<file path="config.mk">
export PLATFORM = sky130hd
export DESIGN_NAME = hsh_lane
export DESIGN_NICKNAME = d
export VERILOG_FILES = /design/src/hsh_pkg.sv /design/src/hsh_lane.sv
export SDC_FILE = /design/constraint.sdc
export NUM_CORES = 2
export LEC_CHECK = 0
export BUFFER_PORTS_ARGS = -buffer_cell sky130_fd_sc_hd__buf_2
export CAP_MARGIN = 25
export CORE_AREA = 2 2 239 241
export CTS_CLUSTER_SIZE = 30
export DETAILED_ROUTE_END_ITERATION = 10
export DIE_AREA = 0 0 241 243
export GPL_ROUTABILITY_DRIVEN = 0
export GPL_TIMING_DRIVEN = 0
export PLACE_DENSITY = 0.71
export SYNTH_ARGS = -nofsm -noshare
export SYNTH_HDL_FRONTEND = slang
export SYNTH_SLANG_ARGS = --single-unit
</file>
<file path="constraint.sdc">
create_clock -name clk -period 8.85 [get_ports clk]
set_clock_uncertainty 0.2 [all_clocks]
set_input_delay 0.4425 -clock clk [delete_from_list [all_inputs] [get_ports clk]]
set_output_delay 0.4425 -clock clk [all_outputs]
set_load 0.03 [all_outputs]
</file>
<file path="src/hsh_pkg.sv">
// hsh_pkg: shared constants and types for the hyperplane sign hash core.
// Used by hsh_lane, hsh_merge and hyperplane_sign_hash_core. No dependencies.
package hsh_pkg;

    localparam int MAX_PLANES = 16;
    localparam int DIMS       = 2;
    localparam int TERMS      = DIMS + 1;
    localparam int CODE_BITS  = 16;
    localparam int PLANES_CAP = (MAX_PLANES < CODE_BITS) ? MAX_PLANES : CODE_BITS;

    localparam int DATA_W  = 16;
    localparam int PROD_W  = 2 * DATA_W;
    localparam int SUM_W   = PROD_W + 2;
    localparam int PLANE_W = 4;
    localparam int TERM_W  = 2;
    localparam int CNT_W   = 5;
    localparam int BIAS_SHIFT = DATA_W - 1;

    localparam logic [CNT_W-1:0] PLANE_COUNT_RESET = 5'd5;

    localparam logic ACT_LOAD = 1'b0;
    localparam logic ACT_HASH = 1'b1;

    typedef logic signed [DATA_W-1:0] word_t;

    typedef struct packed {
        logic [TERMS-1:0] term_we;
        word_t            data;
    } wr_t;

endpackage

</file>
<file path="src/hsh_lane.sv">
// hsh_lane: one hyperplane: coefficient and bias storage, multipliers, sign of the sum.
// Depends on hsh_pkg.
module hsh_lane
(
    input  logic          clk,
    input  hsh_pkg::wr_t  wr,
    input  hsh_pkg::word_t coord [hsh_pkg::DIMS],
    output logic          above
);

    hsh_pkg::word_t coef_reg [hsh_pkg::TERMS];
    logic signed [hsh_pkg::PROD_W-1:0] prod_reg [hsh_pkg::DIMS];
    hsh_pkg::word_t bias_reg;
    logic signed [hsh_pkg::SUM_W-1:0] sum;
    logic above_reg;

    always_ff @(posedge clk)
    begin
        for (int t = 0; t < hsh_pkg::TERMS; t++)
        begin
            if (wr.term_we[t])
            begin
                coef_reg[t] <= wr.data;
            end
        end
    end

    // stage 1: products and bias
    always_ff @(posedge clk)
    begin
        for (int i = 0; i < hsh_pkg::DIMS; i++)
        begin
            prod_reg[i] <= coef_reg[i] * coord[i];
        end
        bias_reg <= coef_reg[hsh_pkg::DIMS];
    end

    always_comb
    begin
        sum = hsh_pkg::SUM_W'(bias_reg) <<< hsh_pkg::BIAS_SHIFT;
        for (int i = 0; i < hsh_pkg::DIMS; i++)
        begin
            sum = sum + hsh_pkg::SUM_W'(prod_reg[i]);
        end
    end

    // stage 2: strictly positive test
    always_ff @(posedge clk)
    begin
        above_reg <= !sum[hsh_pkg::SUM_W-1] && (sum != '0);
    end

    assign above = above_reg;

endmodule

</file>
==> flow_summary.yaml <==
layout:
  number_of_nets_in_the_layout: 3440
  final_core_utilization_pct: 48.0
  area_growth_pct: 7.36
  largest_register_ffs: 64
  drive_gt1_share_pct: 4.46
synth:
  netlist.top_cell.by_area: "fa_1"
  synth_area_mm2: 0.0250
  number_of_flops_mapped_to_enable_cells_by_yosys: 48
  synth-warning-count: 0
  mean_cell_area_of_the_mapped_netlist_um2: 9.76
  synth_commonest_cells: "inv_1 (577), fa_1 (542), nand2_1 (272)"
  synth_fp_nets: 3368
  synth_top_cell_area_share_pct: 43.4
  synth_top_cells_by_area: "fa_1 (43%), ha_1 (11%), inv_1 (8.7%), dfxtp_1 (6.5%), and2_1 (6.4%)"
  ys_dominant_reg_cell: "dfxtp_1"
  yosysMostFrequentCell: "inv_1"
  yosys_register_bits: 129
  synthCells: 2563
  synth-seq-area-share_pct: 12.3
  asyncSetResetFlopFracSynth_pct: 0
  yosysUniqueCellTypes: 68
floorplan:
  floorplan.initialDensity_pct: 44.7
  floorplan.core_area_mm2: 0.0560
  fp-row-count: 87
  dieWidth_um: 241
  die_area_mm2: 0.0586
  die_height_um: 243
  number_of_top_level_design_ports: 53
sta:
  slew-limit-headroom_pct: 54.1
  drv_slew: 0
  transition_time_at_the_pin_with_the_least_slew_margin_ns: 0.680
  setup-violations-final: 0
  final.min_clock_period_ns: 7.62
  hold_viol: 0
  setup-tns-final_ns: 0
  hold_ws_ns: 0.0467
  period_share_pct: 86.1
  maxClockFrequency_mhz: 131
  rsz0062_at_grt: "false"
drt:
  drt-total-wl_mm: 59.3
  drc: 0
  routedWlPerCell_um: 17.4
  detail-route-antenna-nets: 0
  drtIter0Drc: 1261
  detailroute.via_count: 17800
  post_drt_via_cell_ratio: 5.22
  drt-pass1-iter-count: 8
clock_tree:
  max-clock-path-buffers: 2
  cts_setup_buffers: 0
  worstSkewPairLatency_ns: 0.42
  cts_hold_repair.buffers: 0
  cts.clk_slew.worst_paths_ns: 0.06
  ctsResizeCount: 0
  ctsHtreeMaxLevel: 4
  cts_root_cell: "clkbuf_16"
  tritoncts_clock_tree: "yes"
  numCtsBuffers: 17
  tritoncts_num_sinks: 129
setup_path:
  worstSetupStartpointType: "flop"
  cp_data_required_time_ns: 8.98
  cp_data_arrival_time_ns: 7.75
  critical_path_peak_fanout: 10
  timing.setup.critical_path_class: "reg2reg"
  endpoint_kind: "flop"
global_routing:
  antenna_violations_before_repair: 4
  grt_pass1_vias: 19800
  global_route_wire_length_before_repair_mm: 98.6
  gr-usage-all-layers_pct: 21.5
  pin_count_of_the_biggest_net_entering_global_routing: 17
  grt-ovfl-total: 0
place:
  numPortBuffers: 52
  detailedPlacementHpwl_mm: 50.9
min_path:
  timing.hold.worst.class: "in2reg"
status:
  status: "completed"
job:
  drv_cap: 0
-- final timing paths --
path                  startpoint         endpoint  slack, ns  depth (start not counted)
setup / recovery  coef_reg[0][7]  prod_reg[0][30]       1.23                         25
hold / removal            wr[13]  coef_reg[0][13]       0.05                          1
setup reg to reg  coef_reg[0][7]  prod_reg[0][30]       1.23                         25
hold reg to reg   coef_reg[2][9]      bias_reg[9]       0.14                          0
-- worst max-delay path, cell delays in order, from the launching register on --
cell and delay [ns]:
edfxtp_1 0.59, clkbuf_1 0.55, nand2_1 0.17, fa_1 0.55, inv_1 0.05, fa_1 0.49, inv_1 0.05, fa_1 0.53
inv_1 0.06, fa_1 0.38, fa_1 0.51, inv_1 0.05, fa_1 0.47, inv_1 0.04, ha_1 0.32, a21oi_1 0.20
o21ai_0 0.11, a31oi_1 0.27, o21ai_1 0.22, a21o_1 0.24, a21oi_2 0.21, o22ai_1 0.15, or4_1 0.46, a31o_1 0.23
o41ai_2 0.24, xnor2_1 0.17
-- routing by layer --
metal / track usage (%) / up-vias / wire length (um)
met5: 0 / - / 18
met4: 7.99 / 4 / 2370
met3: 4.31 / 164 / 4870
met2: 36.6 / 696 / 29400
met1: 27.0 / 8980 / 22700
li1: - / 7921 / -
-- cell families after synthesis --
family | synth area share, %
xor gates and xnor gates | 2.91
buffers and inverters | 9.82
and+or+nand+nor | 14.5
adders and majority gates | 54.0
DFF | 12.3
muxes | 0.330
AOI/OAI and AO/OA | 6.26
-- metrics by stage --
step / instance area (um^2) / setup slack, ns / cells
after floorplan: 25000 / 2.38 / 2563
after global placement: 26200 / 1.41 / 3371
after detailed placement: 26200 / 1.29 / 3371
after CTS: 26800 / 1.25 / 3403
after global routing: 26800 / 0.887 / 3405
final: 26800 / 1.23 / 3405
-- final cells by class --
class	count	area [um^2]
antenna	1	2.50
multi-input combinational	1782	19500
fill	5208	29100
timing repair buffer	53	273
inverter	577	2170
clock buffer	17	425
clock inverter	15	194
tap	756	946
buffer	75	290
sequential	129	3060
-- layout by cell type, fill, tap and decap left out, types with 10 or more instances in the layout --
| master | instances |
|---|---|
| a21o_1 | 28 |
| clkbuf_1 | 68 |
| edfxtp_1 | 48 |
| and2_1 | 255 |
| nor3_1 | 21 |
| xor2_1 | 18 |
| nor2_1 | 72 |
| nand2b_1 | 19 |
| nand2_1 | 272 |
| a21oi_1 | 64 |
| nor2b_1 | 10 |
| buf_2 | 59 |
| o21ai_0 | 31 |
| fa_1 | 542 |
| inv_1 | 577 |
| o21a_1 | 16 |
| dfxtp_1 | 81 |
| o21bai_1 | 10 |
| a211oi_1 | 13 |
| nand3_1 | 20 |
| xnor2_1 | 65 |
| ha_1 | 211 |
| clkbuf_16 | 17 |
Power is left out: the tool's default activity adds up to more than one toggle a clock period on the data nets, which glitch-free logic cannot reach.
