`src/hsh_pkg.sv`:
```
// hsh_pkg: shared constants and types for the hyperplane sign hash core.
// Used by hsh_lane, hsh_merge and hyperplane_sign_hash_core. No dependencies.
package hsh_pkg;

    localparam int MAX_PLANES = 16;
    localparam int DIMS       = 2;
    localparam int TERMS      = DIMS + 1;
    localparam int CODE_BITS  = 16;
    localparam int PLANES_CAP = (MAX_PLANES < CODE_BITS) ? MAX_PLANES : CODE_BITS;

    localparam int DATA_W  = 16;
    localparam int PROD_W  = 2 * DATA_W;
    localparam int SUM_W   = PROD_W + 2;
    localparam int PLANE_W = 4;
    localparam int TERM_W  = 2;
    localparam int CNT_W   = 5;
    localparam int BIAS_SHIFT = DATA_W - 1;

    localparam logic [CNT_W-1:0] PLANE_COUNT_RESET = 5'd5;

    localparam logic ACT_LOAD = 1'b0;
    localparam logic ACT_HASH = 1'b1;

    typedef logic signed [DATA_W-1:0] word_t;

    typedef struct packed {
        logic [TERMS-1:0] term_we;
        word_t            data;
    } wr_t;

endpackage

```
`src/hsh_merge.sv`:
```
// hsh_merge: packs the lane bits into the hash code, first plane most significant.
// Depends on hsh_pkg.
module hsh_merge
(
    input  logic                          clk,
    input  logic                          rst_n,
    input  logic                          valid,
    input  logic [hsh_pkg::MAX_PLANES-1:0] above,
    input  logic [hsh_pkg::CNT_W-1:0]      plane_count,
    output logic [hsh_pkg::CODE_BITS-1:0]  hash_code,
    output logic                          done
);

    logic [hsh_pkg::CNT_W-1:0]     n_used;
    logic [hsh_pkg::CNT_W-1:0]     shift;
    logic [hsh_pkg::CODE_BITS-1:0] packed_bits;
    logic [hsh_pkg::CODE_BITS-1:0] hash_code_reg;
    logic [hsh_pkg::CODE_BITS-1:0] hash_code_next;
    logic                          done_reg;

    always_comb
    begin
        n_used = (plane_count > hsh_pkg::CNT_W'(hsh_pkg::PLANES_CAP))
               ? hsh_pkg::CNT_W'(hsh_pkg::PLANES_CAP) : plane_count;
        shift  = hsh_pkg::CNT_W'(hsh_pkg::CODE_BITS) - n_used;
        packed_bits = '0;
        for (int p = 0; p < hsh_pkg::PLANES_CAP; p++)
        begin
            packed_bits[hsh_pkg::CODE_BITS-1-p] = above[p];
        end
        hash_code_next = packed_bits >> shift;
    end

    always_ff @(posedge clk)
    begin
        hash_code_reg <= hash_code_next;
    end

    always_ff @(posedge clk or negedge rst_n)
    begin
        if (!rst_n)
        begin
            done_reg <= 1'b0;
        end
        else
        begin
            done_reg <= valid;
        end
    end

    assign hash_code = hash_code_reg;
    assign done      = done_reg;

endmodule

```
`config.mk`:
```
export PLATFORM = sky130hd
export DESIGN_NAME = hsh_merge
export DESIGN_NICKNAME = d
export VERILOG_FILES = /design/src/hsh_pkg.sv /design/src/hsh_merge.sv
export SDC_FILE = /design/constraint.sdc
export NUM_CORES = 1
export LEC_CHECK = 0
export ABC_CLOCK_PERIOD_IN_PS = 1000
export BUFFER_PORTS_ARGS = -buffer_cell sky130_fd_sc_hd__buf_4
export CAP_MARGIN = 10
export CORE_MARGIN = 5
export CORE_UTILIZATION = 30
export DETAILED_ROUTE_END_ITERATION = 8
export GPL_TIMING_DRIVEN = 0
export PLACE_DENSITY = 0.61
export RECOVER_POWER = 25
export SLEW_MARGIN = 25
export SYNTH_ARGS = -nofsm -noshare
export SYNTH_HDL_FRONTEND = slang
export SYNTH_SLANG_ARGS = --single-unit
```
`constraint.sdc`:
```
create_clock -name clk -period 1 [get_ports clk]
set_input_delay 0.15 -clock clk [delete_from_list [all_inputs] [get_ports clk]]
set_output_delay 0.15 -clock clk [all_outputs]
set_load 0.02 [all_outputs]
```
==> results of run 1 <==
-- layer usage --
metal	wire [µm]	GRT usage, %	vias to the layer above
li1	-	-	631
met1	1650	19.7	608
met2	2020	25.8	53
met3	276	1.22	12
met4	150	6.32	0
met5	0	0	-
-- metrics by stage --
stage / hold WS, ps / utilization [%] / TNS [ps]
after floorplan: -146 / - / -11830
after global placement: -74.6 / 41.4 / -17670
after detailed placement: -73.1 / 41.4 / -17780
after CTS: 12.7 / 51.2 / -10540
after global routing: 26.4 / 52.6 / -11410
final: 38.4 / 52.6 / -10700
-- cells in the final DEF (no fill, tap or decap), drive strengths merged, types with 2 or more instances in the layout --
cell type	n
nand2b	3
a21oi	8
nand3	6
o31ai	2
a32oi	2
buf	56
dfxtp	16
mux2i	12
nand2	18
mux2	3
o211ai	3
mux4	7
inv	3
o22ai	2
o21ai	5
and3	2
clkbuf	10
nor2	15
-- how the worst max path moves through the flow --
stage	cells past startpoint	endpoint	slack (ps)
final	9	hash_code[0]	-800
after global routing	9	hash_code[0]	-830
after detailed placement	11	hash_code[2]	-1280
after floorplan	9	hash_code[0]	-930
after CTS	9	hash_code[0]	-790
after global placement	11	hash_code[2]	-1260
-- what timing repair did --
| item | in CTS | in global routing |
|---|---|---|
| setup endpoints to repair | 16 | 16 |
| hold buffers | 1 | 0 |
| setup buffers | 13 | 2 |
| hold endpoints to repair | 1 | 0 |
| pin swaps | 9 | 5 |
| gates resized for setup | 45 | 8 |
-- layout make-up --
type	instances	area, µm²	share of cell area [%]
multi-input cells	109	1090	51.9
repair buffers	55	443	21.1
flip-flops and latches	17	345	16.4
plain buffers	8	97.6	4.64
well taps	50	62.6	2.97
clock buffers	4	45.0	2.14
inverters	3	18.8	0.892
-- power groups by stage --
stage / logic (mW) / clock network [mW] / registers [mW]
global route: 1.38 / 0.515 / 0.797
finish: 1.30 / 0.472 / 0.789
global placement: 0.962 / 0 / 0.801
CTS: 1.24 / 0.486 / 0.791
floorplan: 0.499 / 0 / 0.917
detailed placement: 0.968 / 0 / 0.806
-- cells by family (layout without fill, tap and decap cells) --
| kind of cell | count (synthesis) | count (layout) | synth area share [%] |
|---|---|---|---|
| AO/OA/AOI/OAI | 32 | 32 | 17.2 |
| flip-flops | 17 | 17 | 27.7 |
| XOR/XNOR | 2 | 2 | 2.61 |
| multiplexers | 22 | 22 | 25.3 |
| adder cells (fa/ha/maj) | 1 | 1 | 1.00 |
| AND/OR/NAND/NOR | 52 | 52 | 21.0 |
| buffers and inverters | 12 | 70 | 5.22 |
==> results.yml, run 1 <==
run_status:
  status: "complete, but fails checks"
  violations: "negative setup slack"
cells_and_area:
  area_delta_synth_final_pct: 68.8
  fillers: 352
  drive_gt1_share_pct: 54.6
  nNetsFinal: 222
  design_area_um2: 2100
  fin_cells: 246
  num_antenna_cells: 0
  largest_reg_flops: 16
route:
  vias: 1304
  drtIter0Drc: 45
  finalWirelength_um: 4100
  drc: 0
  first_pass_iters: 4
  ant_nets: 0
  post_drt_via_cell_ratio: 5.30
  wire_per_inst_um: 16.7
synth:
  synth-async-reset-ratio_pct: 5.88
  synth_edf_count: 0
  yosysTopAreaCellShare_pct: 25.7
  netlist_area_um2: 1250
  seq_area_frac_synth_pct: 27.7
  ys.warnings.count: 0
  synth_top_cell_by_area: "dfxtp_1"
  ys_seq_elements: 17
  synth_cell_types: 47
  ys_top_cells_by_count: "nand2_1, dfxtp_1, nor2_1"
  ys.flop_type: "dfxtp_1"
  yosysMostFrequentCell: "nand2_1"
  netlist_top_cells_area: "dfxtp_1, mux4_2, mux2i_1"
  syn_area_per_cell_um2: 9.03
  synth_nets: 163
  synth_cells: 138
sta:
  hold_violations: 0
  worst_slack_ps: -804
  timing.fmax_mhz: 554
  finalSetupViolations: 16
  worst_pin_slew_ps: 361
  maxSlewHeadroom_pct: 75.3
  layout_min_cycle_time_ps: 1800
  rsz0062_at_grt: "yes"
  slew_violations: 0
  fin_crit_sh_pct: 180
power:
  seq_power_share_pct: 30.9
  p_leak_nw: 0.884
  p_sw_share_pct: 33.7
  p_total_mw: 2.56
  combPwrFrac_pct: 50.7
  clkPwrFrac_pct: 18.4
  ir_drop_uv: 449
  intPower_mw: 1.70
  powerDensity_nw_per_um2: 1220
  switchingPower_mw: 0.863
critical_path:
  critical-path-top-delay-family: "multiplexers"
  arrival_ps: 1970
  worstPathBufferInverterCount: 4
  cpPeakStageDelay_ps: 510
  crit_fanout: 6
  crit_type: "primary input to register"
  crit_slowest_cell: "mux4_2"
  worstPathRequired_ps: 1160
  startpoint: "plane_count[4]"
  worstPathCellList: "buf_6 -> and2b_4 -> inv_8 -> buf_8 -> ha_4 -> buf_8 -> mux2i_4 -> mux4_2 -> o211ai_1"
  cp_common_cell: "buf_8"
  endpoint_kind: "register"
  critPathLaunchType: "primary input"
worst_hold_path:
  hold_end: "done"
  holdPathStages: 1
  worstHoldStart: "valid"
  hp-class: "primary input to register"
place:
  placed_area_um2: 1650
  post-dp-hpwl_um: 2990
  io_buffers: 39
  pre_cts_ws_ps: -1280
  dp_cells: 227
  gp_congestion: 0.884
clocking:
  cts.sinks: 17
  cts_tree: "yes"
  numCtsBuffers: 3
  cts_root_buffer: "clkbuf_8"
  clk_pin_slew_ps: 50
  clockBufferDepth: 2
  h-tree-depth: 1
floorplanning:
  die_y_um: 74.5
  ioPinCount: 41
  row_count: 23
  coreArea_um2: 4000
  die-area_um2: 5540
  start_util_pct: 31.2
  die_w_um: 74.5
run:
  cap_viol_max_count: 0
grt:
  grt_pass1_wl_um: 6500
  grt_antenna_before_repair: 0
  track_usage_pct: 15.1
  grt_max_degree: 11
  grt-ovfl-total: 0
  grt_pass1_vias: 1331
No activity file was read; power rests on OpenSTA's default activity.
==> run 2, diff against run 1 <==
Settings changed: CTS_BUF_LIST from default to sky130_fd_sc_hd__clkbuf_2 sky130_fd_sc_hd__clkbuf_4 sky130_fd_sc_hd__clkbuf_8.
==> results.yml, run 2 (synthesized netlist as in run 1, its figures left out) <==
critical_path:
  cp_common_cell: "buf_8"
  crit_fanout: 6
  crit_type: "primary input to register"
  critPathLaunchType: "primary input"
  critical-path-top-delay-family: "multiplexers"
  arrival_ps: 1960
  worstPathBufferInverterCount: 4
  worstPathRequired_ps: 1160
  endpoint_kind: "register"
  cpPeakStageDelay_ps: 500
  worstPathCellList: "buf_6 -> and2b_4 -> inv_8 -> buf_8 -> ha_4 -> buf_8 -> mux2i_4 -> mux4_2 -> o211ai_1"
  crit_slowest_cell: "mux4_2"
  worstSetupPathDepth: 9
clocking:
  clockBufferDepth: 2
  cts.sinks: 17
  clk_pin_slew_ps: 60
  h-tree-depth: 1
  cts_tree: "yes"
  cts_root_buffer: "clkbuf_8"
  numCtsBuffers: 3
route:
  met1Wirelength_um: 1710
  wire_per_inst_um: 16.5
  vias: 1300
  finalWirelength_um: 4060
  ant_nets: 0
  wl_met3_um: 229
  drc: 0
  drtIter0Drc: 46
  post_drt_via_cell_ratio: 5.28
  wl_met2_um: 2010
  first_pass_iters: 4
  top_layer: "met4"
cells_and_area:
  design_area_um2: 2110
  layout_common_cells: "buf_4, nand2_1, dfxtp_1, nor2_1, buf_6"
  largest_reg_flops: 16
  drive_gt1_share_pct: 56.1
  num_antenna_cells: 0
  fin_cells: 246
  nNetsFinal: 222
  layout_commonest_cell: "buf_4"
  area_delta_synth_final_pct: 69.7
sta:
  timing.fmax_mhz: 557
  hold_violations: 0
  worst_pin_slew_ps: 360
  worst_slack_ps: -796
  slew_violations: 0
  maxSlewHeadroom_pct: 75.3
  layout_min_cycle_time_ps: 1800
  fin_crit_sh_pct: 180
  rsz0062_at_grt: "yes"
  finalSetupViolations: 16
power:
  powerDensity_nw_per_um2: 1220
  p_leak_nw: 0.886
  ir_drop_uv: 444
grt:
  grt_max_degree: 11
  grt_pass1_vias: 1337
  grt-ovfl-total: 0
  track_usage_pct: 15.1
  grt_pass1_wl_um: 6510
  grt_antenna_before_repair: 0
place:
  dp_cells: 227
  gp_congestion: 0.884
  post-dp-hpwl_um: 2990
  placed_area_um2: 1650
  io_buffers: 39
  pre_cts_ws_ps: -1280
worst_hold_path:
  hp-class: "primary input to register"
  holdPathStages: 1
floorplanning:
  die_w_um: 74.5
  start_util_pct: 31.2
  row_count: 23
  coreArea_um2: 4000
  die-area_um2: 5540
  die_y_um: 74.5
  ioPinCount: 41
run:
  cap_viol_max_count: 0
run_status:
  violations: "negative setup slack"
  status: "complete, but fails checks"
run 2: cell counts in the layout (fill, tap and decap cells not counted):
No cell type changed its count.
run 2: report_power, final:
| part | leakage, nW | total (mW) | switching (mW) | internal [mW] |
|---|---|---|---|---|
| sequential | 0.144 | 0.789 | 0.0224 | 0.767 |
| combinational | 0.715 | 1.30 | 0.647 | 0.649 |
| clock | 0.0262 | 0.500 | 0.191 | 0.308 |
| total | 0.886 | 2.59 | 0.861 | 1.72 |
run 2: layer usage:
metal  global-route usage (%)  up-vias
met2                     25.9       44
met4                     6.32        0
met3                     1.22        8
met1                     19.7      619
met5                        0        -
li1                         -      629
run 2: cell type report:
cell class | instances | area [µm²]
fill | 351 | 1890
multi-input combinational | 109 | 1100
timing repair buffer | 55 | 443
sequential | 17 | 345
buffer | 8 | 97.6
tap | 50 | 62.6
clock buffer | 4 | 48.8
inverter | 3 | 18.8
run 2: metrics by stage:
step	power, mW	hold WS (ps)	TNS, ps	util [%]
6_report	2.59	38.0	-10620	52.9
5_1_grt	2.72	28.2	-11410	52.9
4_1_cts	2.54	12.6	-10540	51.3
3_5_place_dp	1.77	-73.1	-17780	41.4
3_3_place_gp	1.76	-74.6	-17670	41.4
2_1_floorplan	1.42	-146	-11830	-
run 2: worst paths after layout:
check | from | end | slack, ps
setup / recovery | plane_count[4] | hash_code[0] | -800
hold / removal | valid | done | 40
max in group asynchronous | rst_n | done | 680
min in group asynchronous | rst_n | done | 230
run 2: what timing repair did:
action | 4_1_cts | 5_1_grt
setup endpoints to repair | 16 | 16
hold buffers | 1 | 0
endpoints found under the hold margin | 1 | 0
setup buffers | 13 | 2
resized for setup | 45 | 10
pin swaps | 9 | 5
